<file path="src/rtl/core/spt_pkg.sv">
package spt_pkg;

  typedef enum logic {
    CMD_QUERY = 1'b0,
    CMD_MOVE  = 1'b1
  } cmd_e;

  typedef enum logic {
    CFG_MOTOR_STEPS  = 1'b0,
    CFG_INITIAL_RATE = 1'b1
  } cfg_idx_e;

  localparam int unsigned IN_TDATA_W  = 72;
  localparam int unsigned OUT_TDATA_W = 88;
  localparam int unsigned DELTA_W     = 23;
  localparam int unsigned QUOT_W      = 23;

  localparam logic [15:0] SPR_RESET = 16'd200;
  localparam logic [15:0] RATE_MIN  = 16'd100;
  localparam logic [15:0] RATE_MAX  = 16'd2000;

  // floor(x/1000) = (x * ceil(2^38/1000)) >> 38 for any 32-bit x
  localparam logic [28:0] RECIP_1000 = 29'd274877907;
  // floor(n/45) = (n * ceil(2^34/45)) >> 34 for any 28-bit n
  localparam logic [28:0] RECIP_45   = 29'd381774871;

  typedef struct packed {
    cmd_e                 cmd;
    logic [DELTA_W-1:0]   delta;
    logic signed [31:0]   steps;
    logic [15:0]          rate;
  } entry_t;

endpackage

</file>
<file path="src/rtl/core/spt_back.sv">
module spt_back (
  input  logic                               clk_i,
  input  logic                               rst_ni,
  input  logic                               valid_i,
  input  spt_pkg::entry_t                    entry_i,
  output logic                               pop_o,
  output logic                               m_axis_tvalid,
  input  logic                               m_axis_tready,
  // position [31:0], target [63:32], moving [64], forward [65],
  // active_rate_hz [81:66], zero [87:82]
  output logic [spt_pkg::OUT_TDATA_W-1:0]    m_axis_tdata
);

  logic [31:0] est_q, est_d;
  logic [31:0] goal_q, goal_d;
  logic        moving_q, moving_d;
  logic        dir_q, dir_d;
  logic        out_v_q, out_v_d;
  logic [spt_pkg::OUT_TDATA_W-1:0] out_q, out_d;

  logic        pop;
  logic [31:0] delta32;
  logic [31:0] np;
  logic [31:0] adv;
  logic        reached;

  assign pop   = valid_i & (~out_v_q | m_axis_tready);
  assign pop_o = pop;

  assign delta32 = {9'd0, entry_i.delta};
  assign np      = dir_q ? est_q + delta32 : est_q - delta32;
  assign adv     = moving_q ? np : est_q;
  assign reached = dir_q ? ($signed(np) >= $signed(goal_q))
                         : ($signed(np) <= $signed(goal_q));

  always_comb begin
    est_d    = est_q;
    goal_d   = goal_q;
    moving_d = moving_q;
    dir_d    = dir_q;
    if (pop) begin
      unique case (entry_i.cmd)
        spt_pkg::CMD_MOVE: begin
          est_d    = adv;
          goal_d   = adv + entry_i.steps;
          dir_d    = ~entry_i.steps[31];
          moving_d = 1'b1;
        end
        spt_pkg::CMD_QUERY: begin
          if (moving_q) begin
            if (reached) begin
              est_d    = goal_q;
              moving_d = 1'b0;
            end else begin
              est_d = np;
            end
          end
        end
        default: ;
      endcase
    end
  end

  always_comb begin
    out_v_d = out_v_q & ~m_axis_tready;
    out_d   = out_q;
    if (pop) begin
      out_v_d = 1'b1;
      out_d   = {6'd0, entry_i.rate, dir_d, moving_d, goal_d, est_d};
    end
  end

  always_ff @(posedge clk_i or negedge rst_ni) begin
    if (!rst_ni) begin
      est_q    <= 32'd0;
      goal_q   <= 32'd0;
      moving_q <= 1'b0;
      dir_q    <= 1'b1;
      out_v_q  <= 1'b0;
    end else begin
      est_q    <= est_d;
      goal_q   <= goal_d;
      moving_q <= moving_d;
      dir_q    <= dir_d;
      out_v_q  <= out_v_d;
    end
  end

  always_ff @(posedge clk_i) begin
    out_q <= out_d;
  end

  assign m_axis_tvalid = out_v_q;
  assign m_axis_tdata  = out_q;

`ifndef SYNTHESIS
  a_stop_on_target: assert property (@(posedge clk_i) disable iff (!rst_ni)
    $fell(moving_q) |-> est_q == goal_q)
    else $error("motion stopped away from target");

  a_stop_by_query: assert property (@(posedge clk_i) disable iff (!rst_ni)
    $fell(moving_q) |-> $past(pop && entry_i.cmd == spt_pkg::CMD_QUERY))
    else $error("motion stopped without a query");

  a_result_per_pop: assert property (@(posedge clk_i) disable iff (!rst_ni)
    pop |=> out_v_q)
    else $error("popped request produced no result");
`endif

endmodule

</file>
<file path="config.mk">
export PLATFORM = sky130hd
export DESIGN_NAME = spt_back
export DESIGN_NICKNAME = d
export VERILOG_FILES = /design/src/rtl/core/spt_pkg.sv /design/src/rtl/core/spt_back.sv
export SDC_FILE = /design/constraint.sdc
export NUM_CORES = 1
export LEC_CHECK = 0
export BUFFER_PORTS_ARGS = -buffer_cell sky130_fd_sc_hd__clkbuf_2
export CAP_MARGIN = 20
export CORE_UTILIZATION = 52
export DETAILED_ROUTE_END_ITERATION = 16
export PLACE_DENSITY = 0.77
export SLEW_MARGIN = 10
export SYNTH_ARGS = -nofsm -noshare
export SYNTH_HDL_FRONTEND = slang
export SYNTH_SLANG_ARGS = --single-unit
</file>
<file path="constraint.sdc">
create_clock -name clk_i -period 5.1 [get_ports clk_i]
set_input_delay 0 -clock clk_i [delete_from_list [all_inputs] [get_ports clk_i]]
set_output_delay 0 -clock clk_i [all_outputs]
set_load 0.1 [all_outputs]
</file>
==> summary.md <==
| Metric | Value |
|---|---|
| Outcome | `complete, but fails checks` |
| Failing checks | `setup timing` |
| I/O Buffers | `159` |
| Reg-to-reg startpoint | `dir_q` |
| Seq/Total Area, Yosys | `0.401` |
| Vias in the first global route | `10000` |
| First-pass GRT wire length | `50300 µm` |
| Layout cells sized above 1 | `0.407` |
| Max Freq | `0.180 GHz` |
| Final std cells w/o fill | `1745` |
| Largest net degree at the start of global routing | `68` |
| Pre-CTS WS | `-0.669 ns` |
| Worst endpoint required time | `5.26 ns` |
| Clock sinks | `149` |
| Slew of the pin with the lowest slew margin | `1.00 ns` |
| Overflow after GRT | `0` |
| Post-DP HPWL | `22100 µm` |
| WP data arrival | `5.71 ns` |
| Worst skew pair latency | `0.44 ns` |
| CTS root buf | `clkbuf_16` |
| Total Nets Final | `1640` |
| Crit path capture | `m_axis_tdata[21]` |
| Via/cell ratio | `5.79` |
| Initial Utilization | `0.531` |
| Worst relative slew slack | `0.333` |
| Number of cells on the worst reg-to-reg path | `22` |
| Reg-to-reg slack, setup | `-0.44 ns` |
| Worst Setup End Kind | `flop` |
| Final Critical Period | `5.54 ns` |
| Number of synthesized flops with an enable pin | `82` |
| Area share of the largest cell type after synthesis | `0.238` |
| Die Ht | `143 µm` |
| Syn avg cell area | `9.79 µm²` |
| Setup ws final | `-0.445 ns` |
| Biggest area consumer among synthesized cells | `edfxtp_1` |
| Num CTS Buffers | `17` |
| Startpoint Class | `flop` |
| Clock Path Buffers | `2` |
| Count leader, synth | `nand2_1` |
| Sequential Area | `4140 µm²` |
| Number of max-cap violations | `0` |
| Antenna violations before repair | `0` |
| Post-synthesis cell type count | `75` |
| Most frequent cells after synthesis | `nand2_1 (109), ha_1 (95), a21oi_1 (84)` |
| Async S/R FF share, synth | `0.450` |
| Final hold violation count | `0` |
| DR DRC count | `0` |
| Placed insts | `1652` |
| GRT Overall Usage | `0.321` |
| Antenna Cells | `0` |
| Synth area leaders | `edfxtp_1 (24%), dfrtp_1 (16%), ha_1 (12%)` |
| H-tree level count | `4` |
| Wire per inst | `18.9 µm` |
| FP Rows | `51` |
| Synth Flop Type | `edfxtp_1` |
| Area growth from synthesis to final layout | `44.8%` |
| Final setup fails | `74` |
| # fillers | `1247` |
| Yosys Warn Count | `0` |
| CP startpoint | `dir_q` |
| Multi-input gate area | `6610 µm²` |
| DRT iter0 DRCs | `772` |
| Post-layout util | `0.769` |
| Clk_skew | `0.00853 ns` |
| Reg-to-Reg End | `m_axis_tdata[21]` |
| Die width | `143 µm` |
| TritonRoute pass-1 iters | `5` |
| Total Wirelength | `33000 µm` |
| Antenna Violating Nets Remaining | `0` |
| RSZ-0062 raised after global routing | `yes` |
| CTS tree | `yes` |
| Post-synthesis cell count | `1056` |
| Clock slew at reported path FFs | `0.06 ns` |
| Fin. max-slew vios | `0` |
| HP Class | `input pin to flop` |
| Crit-path max FO | `10` |
| Via count | `10100` |
| Worst Setup Path Type | `flop to flop` |
| Gpl congestion | `0.925` |
| Worst hold slack | `0.0434 ns` |
| Total core area | `19500 µm²` |
| Crit share post-route | `1.09` |
| Cell Area, Synth | `10300 µm²` |
| Die Footprint | `20400 µm²` |
| Io pins | `166` |
| Synth Register Bits | `149` |
[how the worst min path moves through the flow]
| stage | end | startpoint | slack [ns] | depth (start not counted) |
|---|---|---|---|---|
| final | goal_q[1] | entry_i[17] | 0.04 | 3 |
| after global placement | m_axis_tdata[75] | entry_i[9] | 0.18 | 1 |
| after detailed placement | m_axis_tdata[72] | entry_i[6] | 0.18 | 1 |
| after CTS | goal_q[1] | entry_i[17] | 0.04 | 3 |
| after global routing | goal_q[1] | entry_i[17] | 0.06 | 3 |
| after floorplan | est_q[0] | rst_ni | -0.30 | 0 |
[cells by family (layout without fill, tap and decap cells)]
| group | Yosys count | in the layout | share of synthesized area |
|---|---|---|---|
| other cells | 1 | 6 | 0.000363 |
| mux | 60 | 60 | 0.0622 |
| fa+ha+maj | 97 | 97 | 0.119 |
| simple gates | 275 | 275 | 0.127 |
| buf+inv | 102 | 521 | 0.0418 |
| xor+xnor | 77 | 77 | 0.0660 |
| flops | 149 | 149 | 0.401 |
| compound gates | 295 | 295 | 0.183 |
[critical path, cell delays in order (launching register included)]
cell and delay, ns:
dfstp_2 0.62, buf_6 0.16, nor2_2 0.05, xor2_1 0.22, ha_1 0.31, a21oi_1 0.16, nor2_1 0.07, a211oi_2 0.29
a21oi_2 0.12, o31a_1 0.29, or2_4 0.32, a311o_1 0.40, o211a_4 0.17, ha_4 0.26, nand4_1 0.16, nor4_4 0.26
o41a_1 0.23, o21bai_1 0.10, o21a_2 0.16, o211ai_4 0.31, buf_8 0.21, mux2i_1 0.28, o21ai_1 0.12
[placed cells by master, fill, tap and decap left out, types with 17 or more instances in the layout]
cell type | Yosys | final
nand4_1 | 23 | 23
xor2_1 | 42 | 37
xnor2_1 | 34 | 26
buf_4 | 7 | 238
nand2_1 | 109 | 102
clkbuf_2 | 0 | 158
mux2_2 | 34 | 30
o21ai_1 | 21 | 41
mux2i_1 | 26 | 23
o21ai_0 | 61 | 35
dfrtp_1 | 66 | 66
a21oi_1 | 84 | 62
ha_1 | 95 | 85
edfxtp_1 | 82 | 82
clkbuf_16 | 0 | 17
a21oi_2 | 0 | 20
inv_1 | 54 | 54
a21o_1 | 34 | 34
dlygate4sd3_1 | 0 | 22
nor2_1 | 53 | 47
[final cells by class]
type                       instances  share of cell area
clock buffer                      18              0.0287
clock inverter                    14              0.0138
inverter                          54              0.0135
multi-input combinational        810               0.442
sequential                       149               0.277
tap                              265              0.0222
timing repair buffer             435               0.203
[flip-flops by register name, summed over array words and instances, names as in the netlist]
| register | cells |
|---|---|
| dir_q | 1 |
| est_q | 32 |
| goal_q | 32 |
| m_axis_tdata | 82 |
| m_axis_tvalid | 1 |
| moving_q | 1 |
[routing by layer]
metal / part of all wire / GRT usage / vias up / wire, µm
met3: 0.069 / 0.0510 / 98 / 2290
met1: 0.41 / 0.408 / 4857 / 13600
li1: - / - / 4692 / -
met2: 0.48 / 0.541 / 457 / 16000
met4: 0.036 / 0.138 / 0 / 1180
met5: 0 / 0 / - / 0
[stage by stage]
| stage | area, µm² | TNS, ns |
|---|---|---|
| final | 15000 | -18.65 |
| after global routing | 15000 | -32.24 |
| after CTS | 14600 | -9.77 |
| after detailed placement | 12900 | -44.47 |
| after global placement | 12900 | -39.55 |
| after floorplan | 10400 | -3.72 |
[repair_timing]
item	CTS	global route
gates resized for setup	120	59
buffers inserted	25	14
gates cloned	2	0
pin swaps	33	38
setup endpoints to repair	89	91
hold buffers	22	0
endpoints found under the hold margin	87	0
Power is not shown: default switching activity piles up to over one toggle a cycle in this logic, so the estimate is an artifact.
