==> src/rtl/core/spt_pkg.sv <==
package spt_pkg;

  typedef enum logic {
    CMD_QUERY = 1'b0,
    CMD_MOVE  = 1'b1
  } cmd_e;

  typedef enum logic {
    CFG_MOTOR_STEPS  = 1'b0,
    CFG_INITIAL_RATE = 1'b1
  } cfg_idx_e;

  localparam int unsigned IN_TDATA_W  = 72;
  localparam int unsigned OUT_TDATA_W = 88;
  localparam int unsigned DELTA_W     = 23;
  localparam int unsigned QUOT_W      = 23;

  localparam logic [15:0] SPR_RESET = 16'd200;
  localparam logic [15:0] RATE_MIN  = 16'd100;
  localparam logic [15:0] RATE_MAX  = 16'd2000;

  // floor(x/1000) = (x * ceil(2^38/1000)) >> 38 for any 32-bit x
  localparam logic [28:0] RECIP_1000 = 29'd274877907;
  // floor(n/45) = (n * ceil(2^34/45)) >> 34 for any 28-bit n
  localparam logic [28:0] RECIP_45   = 29'd381774871;

  typedef struct packed {
    cmd_e                 cmd;
    logic [DELTA_W-1:0]   delta;
    logic signed [31:0]   steps;
    logic [15:0]          rate;
  } entry_t;

endpackage

==> src/rtl/core/spt_fifo.sv <==
module spt_fifo #(
  parameter int unsigned DEPTH = 8
) (
  input  logic                        clk_i,
  input  logic                        rst_ni,
  input  logic                        push_i,
  input  spt_pkg::entry_t             entry_i,
  input  logic                        pop_i,
  output logic                        valid_o,
  output spt_pkg::entry_t             entry_o,
  output logic [$clog2(DEPTH+1)-1:0]  count_o
);

  localparam int unsigned PW = (DEPTH > 1) ? $clog2(DEPTH) : 1;
  localparam int unsigned NW = $clog2(DEPTH + 1);

  spt_pkg::entry_t mem_q [DEPTH];
  logic [PW-1:0]   wr_ptr_q, wr_ptr_d;
  logic [PW-1:0]   rd_ptr_q, rd_ptr_d;
  logic [NW-1:0]   cnt_q, cnt_d;

  always_comb begin
    wr_ptr_d = wr_ptr_q;
    rd_ptr_d = rd_ptr_q;
    cnt_d    = cnt_q;
    if (push_i) begin
      wr_ptr_d = (wr_ptr_q == PW'(DEPTH - 1)) ? '0 : wr_ptr_q + 1'b1;
    end
    if (pop_i) begin
      rd_ptr_d = (rd_ptr_q == PW'(DEPTH - 1)) ? '0 : rd_ptr_q + 1'b1;
    end
    if (push_i && !pop_i) begin
      cnt_d = cnt_q + 1'b1;
    end else if (!push_i && pop_i) begin
      cnt_d = cnt_q - 1'b1;
    end
  end

  always_ff @(posedge clk_i or negedge rst_ni) begin
    if (!rst_ni) begin
      wr_ptr_q <= '0;
      rd_ptr_q <= '0;
      cnt_q    <= '0;
    end else begin
      wr_ptr_q <= wr_ptr_d;
      rd_ptr_q <= rd_ptr_d;
      cnt_q    <= cnt_d;
    end
  end

  always_ff @(posedge clk_i) begin
    if (push_i) begin
      mem_q[wr_ptr_q] <= entry_i;
    end
  end

  assign entry_o = mem_q[rd_ptr_q];
  assign valid_o = cnt_q != '0;
  assign count_o = cnt_q;

`ifndef SYNTHESIS
  a_no_overflow: assert property (@(posedge clk_i) disable iff (!rst_ni)
    push_i && !pop_i |-> cnt_q < NW'(DEPTH))
    else $error("request queue overflow");

  a_no_underflow: assert property (@(posedge clk_i) disable iff (!rst_ni)
    pop_i |-> cnt_q != '0)
    else $error("request queue underflow");
`endif

endmodule

==> config.mk <==
export PLATFORM = sky130hd
export DESIGN_NAME = spt_fifo
export DESIGN_NICKNAME = d
export VERILOG_FILES = /design/src/rtl/core/spt_pkg.sv /design/src/rtl/core/spt_fifo.sv
export SDC_FILE = /design/constraint.sdc
export NUM_CORES = 1
export LEC_CHECK = 0
export ABC_AREA = 1
export BUFFER_PORTS_ARGS = -buffer_cell sky130_fd_sc_hd__buf_4
export CAP_MARGIN = 20
export CORE_MARGIN = 4
export CORE_UTILIZATION = 44
export CTS_BUF_LIST = sky130_fd_sc_hd__clkbuf_16
export CTS_CLUSTER_DIAMETER = 60
export CTS_CLUSTER_SIZE = 28
export DETAILED_ROUTE_END_ITERATION = 10
export PLACE_DENSITY_LB_ADDON = 0.05
export SLEW_MARGIN = 5
export SYNTH_ARGS = -nofsm -noshare
export SYNTH_HDL_FRONTEND = slang
export SYNTH_SLANG_ARGS = --single-unit
==> constraint.sdc <==
create_clock -name clk_i -period 10.1 [get_ports clk_i]
set_input_delay 2.02 -clock clk_i [delete_from_list [all_inputs] [get_ports clk_i]]
set_output_delay 2.02 -clock clk_i [all_outputs]
set_load 0.05 [all_outputs]
==> results.sh <==
export IMPL_outcome="complete, no violations"
export IMPL_via_count_of_the_first_global_routing_pass=15010
export IMPL_syn2layout_area_growth_pct=13.36
export IMPL_hold_viol_final=0
export IMPL_post_synth_top_area_fraction=0.6861
export IMPL_highest_layer="met5"
export IMPL_unrepaired_setup_endpoints_after_global_routing="no"
export IMPL_r2r_cells=4
export IMPL_met2WireLength_um=27390
export IMPL_fin_util=0.5049
export IMPL_cts_root_to_sink_buffers=3
export IMPL_timing_critical_path_to_type="primary output"
export IMPL_detailroute_via_count=16009
export IMPL_hold_path_depth=2
export IMPL_synth_distinct_cells=19
export IMPL_routedWlPerCell_um=16.39
export IMPL_max_slew_worst_pin_slew_ns=1.175
export IMPL_floorplan_die_area_um2=61190
export IMPL_synth_top_area_cell="sky130_fd_sc_hd__edfxtp_1"
export IMPL_finish_net_count=2760
export IMPL_ys_seq_elements=586
export IMPL_drt_first_iter_violations=917
export IMPL_yosys_warnings=0
export IMPL_achievable_frequency_ghz=0.1809
export IMPL_detailed_place_hpwl_um=29990
export IMPL_worst_path_largest_cell_delay_ns=0.79
export IMPL_leading_register_cell_type_out_of_synthesis="sky130_fd_sc_hd__edfxtp_1"
export IMPL_finalSetupViolations=0
export IMPL_initial_standard_cell_utilization_of_the_core=0.4454
export IMPL_synth_top_cells_by_count="sky130_fd_sc_hd__nand2_1 (958), sky130_fd_sc_hd__nor2_1 (587), sky130_fd_sc_hd__edfxtp_1 (576)"
export IMPL_worst_case_hold_slack_ns=0.5583
export IMPL_met3_wl_post_dr_um=2424
export IMPL_critical_path_cell_chain="buf_4, buf_4, nor2_1, nand2_1, nand2_1, nand2_1, nand2_1, buf_4"
export IMPL_multi_input_logic_area_um2=6056
export IMPL_required_ns=8.08
export IMPL_antenna_violations_before_repair=4
export IMPL_synth_cells=2565
export IMPL_floorplan_io_pins=153
export IMPL_slew_limit_headroom=0.2166
export IMPL_synth_edff_count=576
export IMPL_critPathMaxFanout=69
export IMPL_numCtsBuffers=45
export IMPL_maximum_number_of_pins_on_one_net_before_global_route_repair=244
export IMPL_post_synthesis_cell_area_um2=25210
export IMPL_reg2reg_slack_ns=7.31
export IMPL_worst_clock_skew_ns=0.02078
export IMPL_seqCellArea_um2=17560
export IMPL_post_route_period_util=0.5473
export IMPL_ctsRootBufferMaster="sky130_fd_sc_hd__clkbuf_16"
export IMPL_worstSetupStartpointType="register"
export IMPL_final_fill_count=5167
export IMPL_setup_tns_ns=0
export IMPL_die_x_um=247.4
export IMPL_power_density_nw_per_um2=289.9
export IMPL_timing_critical_path_from="rd_ptr_q[1]"
export IMPL_syn_avg_cell_area_um2=9.829
export IMPL_worstReg2RegEnd="mem_q[1][21]"
export IMPL_total_leakage_power_nw=12.35
export IMPL_ctsHoldBuffers=0
export IMPL_worst_setup_path_type="reg2out"
export IMPL_grt_first_pass_wirelength_um=87190
export IMPL_route_antenna_remaining_nets=0
export IMPL_drcViolationCount=0
export IMPL_crit_path_frequent_cell="sky130_fd_sc_hd__nand2_1"
export IMPL_peak_supply_drop_uv=241.7
export IMPL_place_ws_ns=5.102
export IMPL_post_cts_repair_setup_buffers=0
export IMPL_groute_usage_overall=0.1846
export IMPL_post_cts_resize_count=0
export IMPL_timing_hold_worst_class="reg2reg"
export IMPL_slowest_stage="sky130_fd_sc_hd__buf_4"
export IMPL_global_route_overflow_total=0
export IMPL_drtPass1Iterations=7
export IMPL_clkSinkCount=586
export IMPL_path_clk_slew_ns=0.08
export IMPL_placement_io_buffers=152
export IMPL_slew_violations=0
export IMPL_timing_final_crit_period_ns=5.528
export IMPL_synth_nets=2649
export IMPL_post_drt_via_cell_ratio=4.618
export IMPL_num_rows=87
export IMPL_wirelength_met1_um=26080
export IMPL_clock_latency_ns=0.59
export IMPL_rd_place_congestion=0.7364
export IMPL_seq_area_frac_synth=0.6960
export IMPL_place_detailed_instances=3385
export IMPL_clock_tree_htree_level_count=2
export IMPL_r2r_start="wr_ptr_q[0]"
export IMPL_core_area_um2=56600
export IMPL_postRouteWirelength_um=56820
export IMPL_die_height_um=247.4
export IMPL_cts_tree="built"
export IMPL_min_delay_start="count_o[2]"
export IMPL_finalNonFillerCells=3467
export IMPL_synth_most_common_cell="sky130_fd_sc_hd__nand2_1"
export IMPL_finalWorstSetupSlack_ns=4.572
export IMPL_async_flop_share=0.01706
export IMPL_final_layout_size_suffix_gt1_frac=0.09856
export IMPL_min_to="count_o[2]"
export IMPL_critPathArrivalTime_ns=3.51
export IMPL_drv_max_cap_violation_count=0
export IMPL_synth_top_cells_by_area="sky130_fd_sc_hd__edfxtp_1 (69%), sky130_fd_sc_hd__nand2_1 (14%), sky130_fd_sc_hd__nor2_1 (8.7%)"
area by class of cell:
class                      count  share of cell area
sequential                   586              0.6144
timing repair buffer         174             0.04615
inverter                     300             0.03954
clock inverter                35             0.01532
clock buffer                  45             0.03940
multi-input combinational   1569              0.2119
tap                          756             0.03310
antenna                        2           0.0001751
state kept, by name, summed over array words and instances (netlist names):
register,count
mem_q,576
count_o,4
wr_ptr_q,3
rd_ptr_q,3
kinds of logic after synthesis:
kind of cell	synth area share
compound gates	0.001588
xor+xnor	0.0006950
fa+ha+maj	0.004268
buf+inv	0.06616
flops	0.6960
simple gates	0.2313
critical path: cells and delay by family (launching register included):
kind / cells / cell delay, ns
buffers and inverters: 3 / 1.79
flip-flops: 1 / 0.60
AND/OR/NAND/NOR: 5 / 0.45
power by group:
group / internal, mW / switching (mW) / leakage, nW
Combinational: 0.877 / 2.41 / 6.26
Sequential: 2.97 / 0.130 / 5.35
Clock: 0.983 / 0.919 / 0.749
routing by layer:
metal | up-vias | GRT usage
li1 | 8186 | -
met1 | 7536 | 0.2541
met2 | 217 | 0.3124
met3 | 66 | 0.02971
met4 | 4 | 0.04015
met5 | - | 0
cell usage in the layout, fill, tap and decap left out:
| master | netlist | layout |
|---|---|---|
| sky130_fd_sc_hd__dfrtp_1 | 10 | 7 |
| sky130_fd_sc_hd__nand2_1 | 958 | 958 |
| sky130_fd_sc_hd__clkinv_4 | 0 | 4 |
| sky130_fd_sc_hd__buf_4 | 10 | 173 |
| sky130_fd_sc_hd__inv_1 | 298 | 298 |
| sky130_fd_sc_hd__nor2_4 | 0 | 8 |
| sky130_fd_sc_hd__inv_4 | 1 | 1 |
| sky130_fd_sc_hd__clkinv_8 | 0 | 5 |
| sky130_fd_sc_hd__clkinv_2 | 0 | 6 |
| sky130_fd_sc_hd__a21oi_1 | 2 | 2 |
| sky130_fd_sc_hd__clkinv_1 | 0 | 1 |
| sky130_fd_sc_hd__clkinvlp_4 | 0 | 6 |
| sky130_fd_sc_hd__inv_8 | 0 | 3 |
| sky130_fd_sc_hd__inv_6 | 0 | 5 |
| sky130_fd_sc_hd__fa_1 | 1 | 1 |
| sky130_fd_sc_hd__nand3_1 | 5 | 5 |
| sky130_fd_sc_hd__o21ai_0 | 6 | 6 |
| sky130_fd_sc_hd__xnor2_1 | 2 | 2 |
| sky130_fd_sc_hd__dfrtp_4 | 0 | 3 |
| sky130_fd_sc_hd__inv_16 | 0 | 1 |
| sky130_fd_sc_hd__clkbuf_16 | 0 | 45 |
| sky130_fd_sc_hd__edfxtp_1 | 576 | 576 |
| sky130_fd_sc_hd__bufinv_16 | 0 | 5 |
| sky130_fd_sc_hd__buf_12 | 0 | 1 |
| sky130_fd_sc_hd__or2_2 | 1 | 1 |
| sky130_fd_sc_hd__ha_1 | 7 | 7 |
| sky130_fd_sc_hd__diode_2 | 0 | 2 |
| sky130_fd_sc_hd__nor2_1 | 587 | 579 |
worst max path at each step:
stage                  end
4_1_cts         entry_o[0]
2_1_floorplan  mem_q[1][0]
3_5_place_dp    entry_o[0]
3_3_place_gp    entry_o[0]
6_report        entry_o[0]
5_1_grt         entry_o[0]
stage by stage:
step	power, mW	area, um2
2_1_floorplan	5.497	25210
3_3_place_gp	6.478	27010
3_5_place_dp	6.498	27010
4_1_cts	8.412	28570
5_1_grt	8.814	28570
6_report	8.284	28580
Power figures use the tool's default switching activity.
